<file path="src/lps_pkg.sv">
package lps_pkg;

	localparam int LABEL_COUNT = 8;
	localparam int LABEL_BITS  = 3;
	localparam int MAX_PRIMS   = 1024;
	localparam int TALLY_BITS  = 11;
	localparam int COORD_BITS  = 20;
	localparam int EXT_BITS    = COORD_BITS + 1;
	localparam int PROD_BITS   = 2 * EXT_BITS;
	localparam int AREA_BITS   = PROD_BITS + 3;
	localparam int SCORE_BITS  = 64;
	localparam int MASK_BITS   = 8;

	typedef logic signed [COORD_BITS-1:0] coord_t;
	typedef logic [MASK_BITS-1:0] mask_t;
	typedef logic [TALLY_BITS-1:0] tally_t;
	typedef logic [SCORE_BITS-1:0] score_t;

	typedef struct packed {
		coord_t min_x;
		coord_t min_y;
		coord_t min_z;
		coord_t max_x;
		coord_t max_y;
		coord_t max_z;
	} box_t;

	typedef struct packed {
		logic [LABEL_BITS-1:0] prim_label;
		box_t                  box;
		mask_t                 node_label_mask;
		logic                  last_item;
	} in_item_t;

	typedef struct packed {
		mask_t best_left_mask;
		logic  split_found;
	} out_item_t;

	typedef enum logic [2:0] {
		ST_LOAD,
		ST_NEXT,
		ST_GATHER,
		ST_AREA,
		ST_MUL,
		ST_SCORE,
		ST_DONE
	} state_t;

	// controller to datapath
	typedef struct packed {
		logic load;      // merge accepted item
		logic start;     // latch mask, begin search
		logic next;      // step trial mask
		logic gather;    // merge boxes for trial
		logic area;      // extents products
		logic mul;       // area times count
		logic score;     // sum and compare
		logic clear;     // clear tallies
	} cmd_t;

	typedef struct packed {
		logic trial_zero;   // walk finished
		logic trial_skip;   // trial larger than complement
	} status_t;

endpackage

</file>
<file path="src/lps_ctrl.sv">
module lps_ctrl (
	input  logic             clk,
	input  logic             arst_n,
	input  logic             in_valid,
	input  logic             in_last,
	output logic             in_ready,
	input  logic             out_busy,
	output logic             out_load,
	input  lps_pkg::status_t status,
	output lps_pkg::cmd_t    cmd
);
	lps_pkg::state_t state_q, state_d;

	always_ff @(posedge clk or negedge arst_n) begin
		if (!arst_n) state_q <= lps_pkg::ST_LOAD;
		else state_q <= state_d;
	end

	always_comb begin
		state_d  = state_q;
		cmd      = '0;
		in_ready = 1'b0;
		out_load = 1'b0;
		unique case (state_q)
			lps_pkg::ST_LOAD: begin
				in_ready = 1'b1;
				if (in_valid) begin
					cmd.load = 1'b1;
					if (in_last) begin
						cmd.start = 1'b1;
						state_d = lps_pkg::ST_NEXT;
					end
				end
			end
			lps_pkg::ST_NEXT: begin
				if (status.trial_zero) state_d = lps_pkg::ST_DONE;
				else if (status.trial_skip) cmd.next = 1'b1;
				else begin
					cmd.gather = 1'b1;
					state_d = lps_pkg::ST_GATHER;
				end
			end
			lps_pkg::ST_GATHER: begin
				cmd.area = 1'b1;
				state_d = lps_pkg::ST_AREA;
			end
			lps_pkg::ST_AREA: begin
				cmd.mul = 1'b1;
				state_d = lps_pkg::ST_MUL;
			end
			lps_pkg::ST_MUL: begin
				cmd.score = 1'b1;
				state_d = lps_pkg::ST_SCORE;
			end
			lps_pkg::ST_SCORE: begin
				cmd.next = 1'b1;
				state_d = lps_pkg::ST_NEXT;
			end
			lps_pkg::ST_DONE: begin
				if (!out_busy) begin
					out_load  = 1'b1;
					cmd.clear = 1'b1;
					state_d = lps_pkg::ST_LOAD;
				end
			end
			default: state_d = lps_pkg::ST_LOAD;
		endcase
	end
endmodule

</file>
<file path="config.mk">
export PLATFORM = sky130hd
export DESIGN_NAME = lps_ctrl
export DESIGN_NICKNAME = d
export VERILOG_FILES = /design/src/lps_pkg.sv /design/src/lps_ctrl.sv
export SDC_FILE = /design/constraint.sdc
export NUM_CORES = 1
export LEC_CHECK = 0
export BUFFER_PORTS_ARGS = -buffer_cell sky130_fd_sc_hd__clkbuf_2
export CAP_MARGIN = 20
export CORE_AREA = 2 2 39 41
export CTS_BUF_LIST = sky130_fd_sc_hd__clkbuf_4
export CTS_CLUSTER_DIAMETER = 30
export DETAILED_ROUTE_END_ITERATION = 7
export DIE_AREA = 0 0 41 43
export SETUP_SLACK_MARGIN = 0.1
export SLEW_MARGIN = 40
export SYNTH_ARGS = -nofsm -noshare
export SYNTH_HDL_FRONTEND = slang
export SYNTH_SLANG_ARGS = --single-unit
</file>
<file path="constraint.sdc">
create_clock -name clk -period 1.4 [get_ports clk]
set_clock_uncertainty 0.15 [all_clocks]
set_input_delay 0.14 -clock clk [delete_from_list [all_inputs] [get_ports clk]]
set_output_delay 0.14 -clock clk [all_outputs]
set_load 0.05 [all_outputs]
</file>
After elaboration in Yosys (flattened, before gate mapping):

Index checks and enable logic that the tools add are counted.

* word-level logic and storage cells: 33
* bits of input ports: 7
* output and inout bits: 10
* register bits after elaboration: 3

* multiplexer cells: 20
* reductions and logical operators: 2
* eq/ne operators: 10

Operators by type and width (number)
* case mux 3 bit (7 select lines): 1
* 2-to-1 mux 3 bit: 5
* 2-to-1 mux 1 bit: 10
* == test 3 bit, second input constant: 3
* == test 3 x 2 -> 1 bit, second input constant: 2
* 2-to-1 mux 2 bit: 3
* != test 2 bit, second input constant: 3
* AND reduction 4 bit: 1
* == test 3 x 1 -> 1 bit, second input constant: 1
* zero test 3 bit: 1
* != test 3 bit, second input constant: 1
* case mux 1 bit (2 select lines): 1

Logic depth before layout (Yosys ltp):

Gate-level depths: netlist of run 1.

* word-level depth: 3
* mapped depth: 4
* gate-level depth less buffers: 2

Worst setup path after synthesis of run 1:

OpenSTA, ideal clock, no wires.

* kind: register -> output
* start: reg state_q[2]
* end: out cmd[4] (netlist name)
* data required time: 1110 ps
* arrival time: 2090 ps
* buffers on the path: 1
* slack: -980 ps
* cell stages (with the launch flop): 3
* cells stage by stage: dfrtp_1 buf_2 nor4_1

RTL lines
* from (decl): RTL line lps_ctrl.sv:12 `lps_pkg::state_t state_q, state_d;`
* from (signal assigned): RTL line lps_ctrl.sv:15 `if (!arst_n) state_q <= lps_pkg::ST_LOAD;`
* from (signal assigned): RTL line lps_ctrl.sv:16 `else state_q <= state_d;`
* to (decl): RTL line lps_ctrl.sv:10 `output lps_pkg::cmd_t cmd`

==> results.toml, run 1 <==
[status]
outcome = "finished with violations"
violations = "setup timing"

[floorplanning]
coreArea_sq_um = 1380
io_pins = 17
chipHeight_microns = 43
dieArea_sq_um = 1760
start_util = 0.186
core.rowCount = 14
die_w_microns = 41

[cells_and_area]
drive_above_1_share = 0.772
largestRegisters = "state_q x3"
final_nets = 65
fill_cells = 144
largest_register_ffs = 3
diodes = 0
regMostFlops = "state_q"
finish.utilization = 0.482
areaGrowthSynthToFinish_pct = 159

[critical_path]
worstSetupPathType = "reg -> out"
endpoint_kind = "output port"
cp-startpoint = "state_q[2]"
rrSetupSlack_ns = -0.03
crit_chain = "nor3_4 > and3_4 > clkbuf_16"
worstRegToRegCells = 4
required_ns = 1.11
r2r_end = "state_q[0]"
critPathMaxFanout = 8
crit-reg2reg-launch = "state_q[2]"
slowest_stage = "dfrtp_2"
max_stage_delay_ns = 0.48
startpoint_type = "flop"
cp.arrival_ns = 1.29
cp-endpoint = "cmd[6]"

[synthesis]
muxShareOfSynthArea = 0.0437
ys_seq_area_frac = 0.291
yosysTopAreaCell = "dfrtp_1"
synth_top_cells_by_area = "dfrtp_1 29%, nand2b_1 9.7%, nor2b_1 7.3%, and3_1 4.9%, buf_6 4.4%"
synthCells = 30
synth.cell_area_sq_um = 258
synth_top_family_by_area = "simple AND/OR/NAND/NOR gates"
avgSynthCellArea_sq_um = 8.59
synthAdderAreaFrac = 0
yosys_warnings = 0
synth-xor-area-share = 0
synth_seq_cells = 3
synth_top_area_frac = 0.291
yosys.area_share.simple = 0.408
netlist-cell-type-count = 20
syn_nets = 37
synth_compound_area_frac = 0.150

[routing]
drc = 0
drt_iter0_drc = 2
final_antenna_net_count = 0
route.vias.total = 325
via_per_inst = 4.45
dr.pass1.iters = 4
wl_per_cell_microns = 12.4
routed_wirelength_microns = 908

[clock_tree]
cts_tree = "yes"
h-tree-depth = 1
cts.clk_slew.worst_paths_ns = 0.04
clock_tree.root_cell = "clkbuf_4"
clock_sinks = 3
cts_buffers = 3
clock_latency_ns = 0.23
clockBufferDepth = 2

[sta]
hold_viol_final = 0
period_needed_ns = 1.58
final.setup.worst_slack_ns = -0.183
slew-limit-headroom = 0.827
fin_crit_sh = 1.13
tightest_slew_ns = 0.258
rsz0062_at_grt = "true"
setup_violations = 11
slew_viol_final = 0
max_freq_ghz = 0.632
fin_setup_tns_ns = -1.32

[grt]
grt_pass1_vias = 310
grtUsageMet2 = 0.184
antenna_found_initial = 0
grt_most_used_layer = "met2"
grt_max_degree = 9
met3_usage = 0.0524
grt_usage = 0.120
grt-ovfl-total = 0
grt_util_met1 = 0.125
grt_pass1_wl_mm = 1.32

[job]
maxCapViolCount = 0

[power]
powerDensity_nw_per_um2 = 2440
ir_drop_mv = 1.22
power_leakage_nw = 0.289

[placement]
dp_slack_ns = -0.106
place_hpwl_microns = 576
io_buffer_count = 16
place.gp.congestion = 0.773

[worst_hold_path]
hold_path_class = "in -> reg"
[cell usage in the layout, fill, tap and decap left out]
cell type,Yosys,routed
clkbuf_8,0,3
nor4_4,0,1
or3b_1,1,1
mux2_1,1,1
buf_6,1,3
and3_2,0,1
o21ba_2,0,1
clkbuf_4,0,4
dfrtp_2,0,2
nand2b_1,4,2
nand2b_2,0,1
dlygate4sd3_1,0,1
nor2b_1,3,3
a21oi_2,0,1
nand2b_4,0,1
o22ai_1,1,1
and2_4,0,1
nor2_1,2,2
inv_2,1,1
o32ai_1,1,1
dfrtp_1,3,1
buf_4,1,6
and3_4,0,1
buf_8,0,4
clkbuf_2,0,6
a2111oi_4,0,1
nor3_4,0,3
clkbuf_16,0,3
[per-stage QoR]
stage	instance area (sq um)	std cells	power, mW	hold WS [ns]
6_report	667	73	1.63	0.0730
5_1_grt	667	73	1.72	0.0768
4_1_cts	626	72	1.52	0.0829
3_5_place_dp	439	65	1.07	-0.212
3_3_place_gp	439	65	1.06	-0.212
2_1_floorplan	328	30	0.871	-0.306
[layout make-up]
type                            count  area (sq um)  share of cell area
Multi-Input combinational cell     23           240               0.360
Timing Repair Buffer               26           295               0.443
Sequential cell                     3          77.6               0.116
Tap cell                           16          20.0              0.0300
Inverter                            1          3.75             0.00563
Clock buffer                        4          30.0              0.0450
[routing by layer]
layer  up-vias  wire length, microns
li1        158                     -
met2         8                   528
met1       159                   346
met5         -                     0
met4         0                     0
met3         0                    33
[cells by family (layout without fill, tap and decap cells)]
kind of cell	after synthesis	after routing
DFF	3	3
buffers and inverters	4	31
muxes	1	1
and+or+nand+nor	17	17
AOI/OAI and AO/OA	5	5
[power by group]
part / switching [mW] / internal (mW)
clock: 0.0443 / 0.126
combinational: 0.609 / 0.618
sequential: 0.0919 / 0.135
[how the worst min path moves through the flow]
stage,endpoint,cells after the start,slack [ns],from
3_3_place_gp,state_q[0],1,-0.21,arst_n
2_1_floorplan,state_q[0],0,-0.31,arst_n
6_report,state_q[0],3,0.07,in_last
5_1_grt,state_q[0],3,0.08,in_last
3_5_place_dp,state_q[0],1,-0.21,arst_n
4_1_cts,state_q[0],2,0.08,arst_n
[synthesized netlist by cell type]
| cell type | number |
|---|---|
| nand2b_1 | 4 |
| dfrtp_1 | 3 |
| nor2b_1 | 3 |
| and3_1 | 2 |
| nor2_1 | 2 |
| nor3_1 | 2 |
| a2111oi_0 | 1 |
| a21oi_1 | 1 |
| and2_1 | 1 |
| buf_2 | 1 |
| buf_4 | 1 |
| buf_6 | 1 |
| inv_2 | 1 |
| mux2_1 | 1 |
| nor3_2 | 1 |
| nor4_1 | 1 |
| o21ba_1 | 1 |
| o22ai_1 | 1 |
| o32ai_1 | 1 |
| or3b_1 | 1 |
[critical path, delay by kind of cell (launching register included)]
family	cells	cell delay (ns)
buffers and inverters	1	0.15
AND/OR/NAND/NOR	2	0.43
flip-flops	1	0.48
[timing repair]
| item | CTS | global route |
|---|---|---|
| endpoints found under the hold margin | 3 | 0 |
| pin swaps | 3 | 1 |
| hold buffers | 1 | 0 |
| buffers inserted | 2 | 1 |
| setup endpoints to repair | 11 | 11 |
| resized for setup | 27 | 10 |
No activity file was read; power rests on OpenSTA's default activity.
==> inputs of run 2 (changes only) <==
--- a/config.mk
+++ b/config.mk
@@ -7,11 +7,14 @@
 export LEC_CHECK = 0
 export BUFFER_PORTS_ARGS = -buffer_cell sky130_fd_sc_hd__clkbuf_2
 export CAP_MARGIN = 20
+export CELL_PAD_IN_SITES_DETAIL_PLACEMENT = 1
+export CELL_PAD_IN_SITES_GLOBAL_PLACEMENT = 1
 export CORE_AREA = 2 2 39 41
 export CTS_BUF_LIST = sky130_fd_sc_hd__clkbuf_4
 export CTS_CLUSTER_DIAMETER = 30
 export DETAILED_ROUTE_END_ITERATION = 7
 export DIE_AREA = 0 0 41 43
+export PLACE_DENSITY = 0.57
 export SETUP_SLACK_MARGIN = 0.1
 export SLEW_MARGIN = 40
 export SYNTH_ARGS = -nofsm -noshare
==> run 2 against run 1 <==
Net effect:
- the flow still finishes with violations (setup timing)
- fmax increased by 0.60%
- sequential power decreased by 2%
- sequential share of layout area increased by 0.67 points
- core utilization decreased by 2.6 points
==> results.toml, run 2 (synthesis results as in run 1) <==
[status]
outcome = "finished with violations"
violations = "setup timing"

[cells_and_area]
regMostFlops = "state_q"
largestRegisters = "state_q x3"
fill_cells = 166
final_nets = 64
largest_register_ffs = 3
areaGrowthSynthToFinish_pct = 145
final_cell_mix = "6 x clkbuf_2, 6 x buf_4, 4 x clkbuf_4, 4 x clkbuf_8"
diodes = 0
drive_above_1_share = 0.714
finish.utilization = 0.456
fin_area_sq_um = 631

[sta]
tightest_slew_ns = 0.354
slew_viol_final = 0
period_needed_ns = 1.57
rsz0062_at_grt = "true"
max_freq_ghz = 0.635
fin_setup_tns_ns = -1.21
final.setup.worst_slack_ns = -0.174
hold_viol_final = 0
setup_violations = 10
slew-limit-headroom = 0.763
fin_crit_sh = 1.12

[placement]
place_hpwl_microns = 703
place.gp.congestion = 0.643
dpl_cell_area_sq_um = 454
dp_slack_ns = -0.0724
io_buffer_count = 16

[floorplanning]
chipHeight_microns = 43
start_util = 0.186
coreArea_sq_um = 1380
dieArea_sq_um = 1760
io_pins = 17
die_w_microns = 41
core.rowCount = 14

[routing]
routed_wirelength_microns = 888
drc = 0
wl_per_cell_microns = 12.3
dr.pass1.iters = 2
drt_iter0_drc = 1
via_per_inst = 4.36
final_antenna_net_count = 0
route.vias.total = 314

[job]
maxCapViolCount = 0

[power]
ir_drop_mv = 1.03
powerDensity_nw_per_um2 = 2420
power_leakage_nw = 0.280
power_mw = 1.52

[worst_hold_path]
hold_path_class = "in -> reg"

[grt]
grt_pass1_wl_mm = 1.40
grt_usage = 0.119
grt-ovfl-total = 0
grt_most_used_layer = "met2"
grtUsageMet2 = 0.197
grt_util_met1 = 0.124
grt_max_degree = 8
met3_usage = 0.0576
grt_pass1_vias = 338
antenna_found_initial = 0

[critical_path]
cp.arrival_ns = 1.28
startpoint_type = "flop"
worstSetupPathType = "reg -> out"
endpoint_kind = "output port"
required_ns = 1.11
critPathMaxFanout = 3

[clock_tree]
clock_tree.root_cell = "clkbuf_4"
cts.clk_slew.worst_paths_ns = 0.03
cts_tree = "yes"
clockBufferDepth = 2
clock_sinks = 3
post_cts_buffers = 0
h-tree-depth = 1
clock_latency_ns = 0.23
cts_buffers = 3
[run 2: cell types whose count changed in the layout (fill, tap and decap cells not counted), sizes merged]
cell	delta
clkbuf	+1
buf	-2
[run 2: worst paths after layout]
check | end | from | slack (ns) | depth (start not counted)
min reg2reg | state_q[0] | state_q[0] | 0.54 | 2
max | cmd[5] | state_q[1] | -0.17 | 3
min in group asynchronous | state_q[2] | arst_n | 0.09 | 2
max reg2reg | state_q[0] | state_q[1] | 0.07 | 3
max in group asynchronous | state_q[0] | arst_n | 0.88 | 2
min | state_q[0] | in_last | 0.08 | 3
[run 2: stage by stage]
stage          hold WS, ns  std cells
2_1_floorplan       -0.306         30
3_3_place_gp        -0.212         67
3_5_place_dp        -0.209         67
4_1_cts             0.0902         72
5_1_grt             0.0980         72
6_report            0.0844         72
[run 2: routing by layer]
metal | vias to the layer above | part of all wire
li1 | 157 | -
met1 | 144 | 0.38
met2 | 13 | 0.56
met3 | 0 | 0.056
met4 | 0 | 0
met5 | - | 0
[run 2: critical path, stage by stage, from the launching register on]
cell,delay [ns]
dfrtp_1,0.40
nand2b_1,0.22
o21ba_2,0.27
clkbuf_8,0.17
[run 2: report_power, final]
group / internal, mW / leakage [nW] / switching [mW] / total, mW
logic: 0.559 / 0.227 / 0.575 / 1.13
registers: 0.136 / 0.0346 / 0.0863 / 0.222
clock network: 0.126 / 0.0184 / 0.0423 / 0.168
[run 2: layout make-up]
type,count,area [sq um],share of cell area
Tap cell,16,20.0,0.0317
Clock buffer,4,30.0,0.0476
Sequential cell,3,77.6,0.123
Timing Repair Buffer,25,283,0.448
Inverter,1,3.75,0.00595
Multi-Input combinational cell,23,216,0.343
[run 2: timing repair]
| item | 4_1_cts | 5_1_grt |
|---|---|---|
| hold buffers | 1 | 0 |
| pin swaps | 3 | 1 |
| resized for setup | 26 | 5 |
| endpoints found under the setup margin | 11 | 11 |
| hold endpoints to repair | 3 | 0 |
==> inputs of run 3 (changes only) <==
--- a/config.mk
+++ b/config.mk
@@ -14,7 +14,7 @@
 export CTS_CLUSTER_DIAMETER = 30
 export DETAILED_ROUTE_END_ITERATION = 7
 export DIE_AREA = 0 0 41 43
-export PLACE_DENSITY = 0.57
+export PLACE_DENSITY = 0.66
 export SETUP_SLACK_MARGIN = 0.1
 export SLEW_MARGIN = 40
 export SYNTH_ARGS = -nofsm -noshare
==> constraint.sdc (replaced) <==
create_clock -name clk -period 1.6 [get_ports clk]
set_clock_uncertainty 0.15 [all_clocks]
set_input_delay 0.16 -clock clk [delete_from_list [all_inputs] [get_ports clk]]
set_output_delay 0.16 -clock clk [all_outputs]
set_load 0.05 [all_outputs]
==> run 3 against run 2 <==
Net effect:
- the run still ends with setup timing left
- sequential share of layout area down 0.29 points
- die area unchanged
- cell area up 2.4%
- global-route usage up 1.2 points
- non-clock buffer count unchanged
- sequential cell count unchanged
- core utilization up 1.1 points
- routed wire length up 7.4%
- sequential power down 12%
- clock power down 6%
- critical path type unchanged
- largest cell class unchanged
==> results.toml, run 3 (synthesis results as in run 1) <==
[critical_path]
critPathBufInv = 1
r2r_end = "state_q[0]"
endpoint_kind = "output port"
crit_chain = "nor3_4 > and3_4 > clkbuf_16"
worstSetupPathType = "reg -> out"
cp.arrival_ns = 1.31
worstRegToRegCells = 4
required_ns = 1.29
crit-reg2reg-launch = "state_q[0]"
rrSetupSlack_ns = 0.18
max_stage_delay_ns = 0.48
slowest_stage = "dfrtp_2"
critPathMaxFanout = 6
startpoint_type = "flop"
crit_family = "flip-flops"

[cells_and_area]
final_nets = 64
multi_input_area_sq_um = 235
diodes = 0
drive_above_1_share = 0.750
final_cell_mix = "6 x clkbuf_2, 5 x clkbuf_4, 5 x buf_8"
regMostFlops = "state_q"
areaGrowthSynthToFinish_pct = 150
largestRegisters = "state_q x3"
final-seq-area_sq_um = 77.6
largest_register_ffs = 3
fill_cells = 154
final_common_cell = "clkbuf_2"

[placement]
dp_slack_ns = 0.0634
place.gp.congestion = 0.720
io_buffer_count = 16
place_hpwl_microns = 631

[floorplanning]
start_util = 0.186
core.rowCount = 14
dieArea_sq_um = 1760
coreArea_sq_um = 1380
die_w_microns = 41
io_pins = 17
chipHeight_microns = 43

[routing]
route.vias.total = 332
final_antenna_net_count = 0
drc = 0
routed_wirelength_microns = 954
drt_iter0_drc = 0
dr.pass1.iters = 1
wl_per_cell_microns = 13.3
via_per_inst = 4.61

[power]
p_int_mw = 0.716
ir_drop_mv = 0.584
power_leakage_nw = 0.275
powerDensity_nw_per_um2 = 2130
switchingPower_mw = 0.657
p_clk_frac = 0.115
switching_share = 0.479
p_seq_frac = 0.143
pwr-share-comb = 0.742

[grt]
grt_pass1_wl_mm = 1.51
grt-ovfl-total = 0
grt_usage = 0.131
grt_max_degree = 7
grt_pass1_vias = 338
antenna_found_initial = 0

[clock_tree]
h-tree-depth = 1
cts_buffers = 3
cts_tree = "yes"
clock_latency_ns = 0.24
clock_sinks = 3
cts.clk_slew.worst_paths_ns = 0.04
clock_tree.root_cell = "clkbuf_4"
clockBufferDepth = 2

[sta]
slew_viol_final = 0
slew-limit-headroom = 0.821
hold_viol_final = 0
final.setup.worst_slack_ns = -0.0237
period_needed_ns = 1.62
rsz0062_at_grt = "true"
holdWs_ns = 0.0722
tightest_slew_ns = 0.268
setup_violations = 1
fin_crit_sh = 1.01
max_freq_ghz = 0.616

[worst_hold_path]
min_to = "state_q[0]"
whs_path_depth = 3
hold_path_class = "in -> reg"
holdCritStartpoint = "in_last"

[status]
outcome = "finished with violations"
violations = "setup timing"

[job]
maxCapViolCount = 0
-- run 3: through the flow --
stage	TNS, ns	utilization	instances	total power [mW]	area [sq um]
floorplan	-0.258	-	30	0.740	320
global placement	0	0.296	62	0.863	409
detailed placement	0	0.296	62	0.869	409
CTS	-0.0209	0.431	70	1.24	597
global route	-0.202	0.467	72	1.45	646
finish	-0.0237	0.467	72	1.37	646
-- run 3: worst max-delay path by stage --
stage / end / slack, ns / startpoint / depth (start not counted)
final: cmd[6] / -0.02 / state_q[2] / 3
after global placement: cmd[6] / 0.08 / state_q[2] / 3
after global routing: cmd[6] / -0.08 / state_q[1] / 4
after CTS: cmd[6] / -0.02 / state_q[2] / 3
after detailed placement: cmd[6] / 0.06 / state_q[2] / 3
after floorplan: cmd[6] / -0.12 / state_q[2] / 3
-- run 3: final cells by class --
class | instances | area share
well taps | 16 | 0.0310
multi-input cells | 23 | 0.364
repair buffers | 25 | 0.432
flip-flops and latches | 3 | 0.120
inverters | 1 | 0.00581
clock buffers | 4 | 0.0465
-- run 3: power groups by stage --
stage / clock network [mW] / logic (mW) / registers (mW)
4_1_cts: 0.157 / 0.886 / 0.197
3_5_place_dp: 0 / 0.669 / 0.200
3_3_place_gp: 0 / 0.664 / 0.199
2_1_floorplan: 0 / 0.586 / 0.154
5_1_grt: 0.170 / 1.08 / 0.203
6_report: 0.158 / 1.02 / 0.196
-- run 3: layer usage --
| metal | part of all wire | routed length [microns] | track usage |
|---|---|---|---|
| met2 | 0.53 | 504 | 0.194 |
| met3 | 0.030 | 29 | 0.0157 |
| met1 | 0.41 | 393 | 0.163 |
| met4 | 0.028 | 27 | 0.100 |
| met5 | 0 | 0 | 0 |
-- run 3: worst register-to-register path: cells and delay by family (launching register included) --
family                 cells  cell delay, ns
flip-flops                 1            0.45
buffers and inverters      2            0.27
AO/OA/AOI/OAI              2            0.41
-- run 3: repair_timing --
item / 4_1_cts / 5_1_grt
resized for setup: 27 / 13
hold endpoints to repair: 3 / 0
hold buffers: 1 / 0
setup buffers: 3 / 3
pin swaps: 4 / 2
endpoints found under the setup margin: 10 / 11
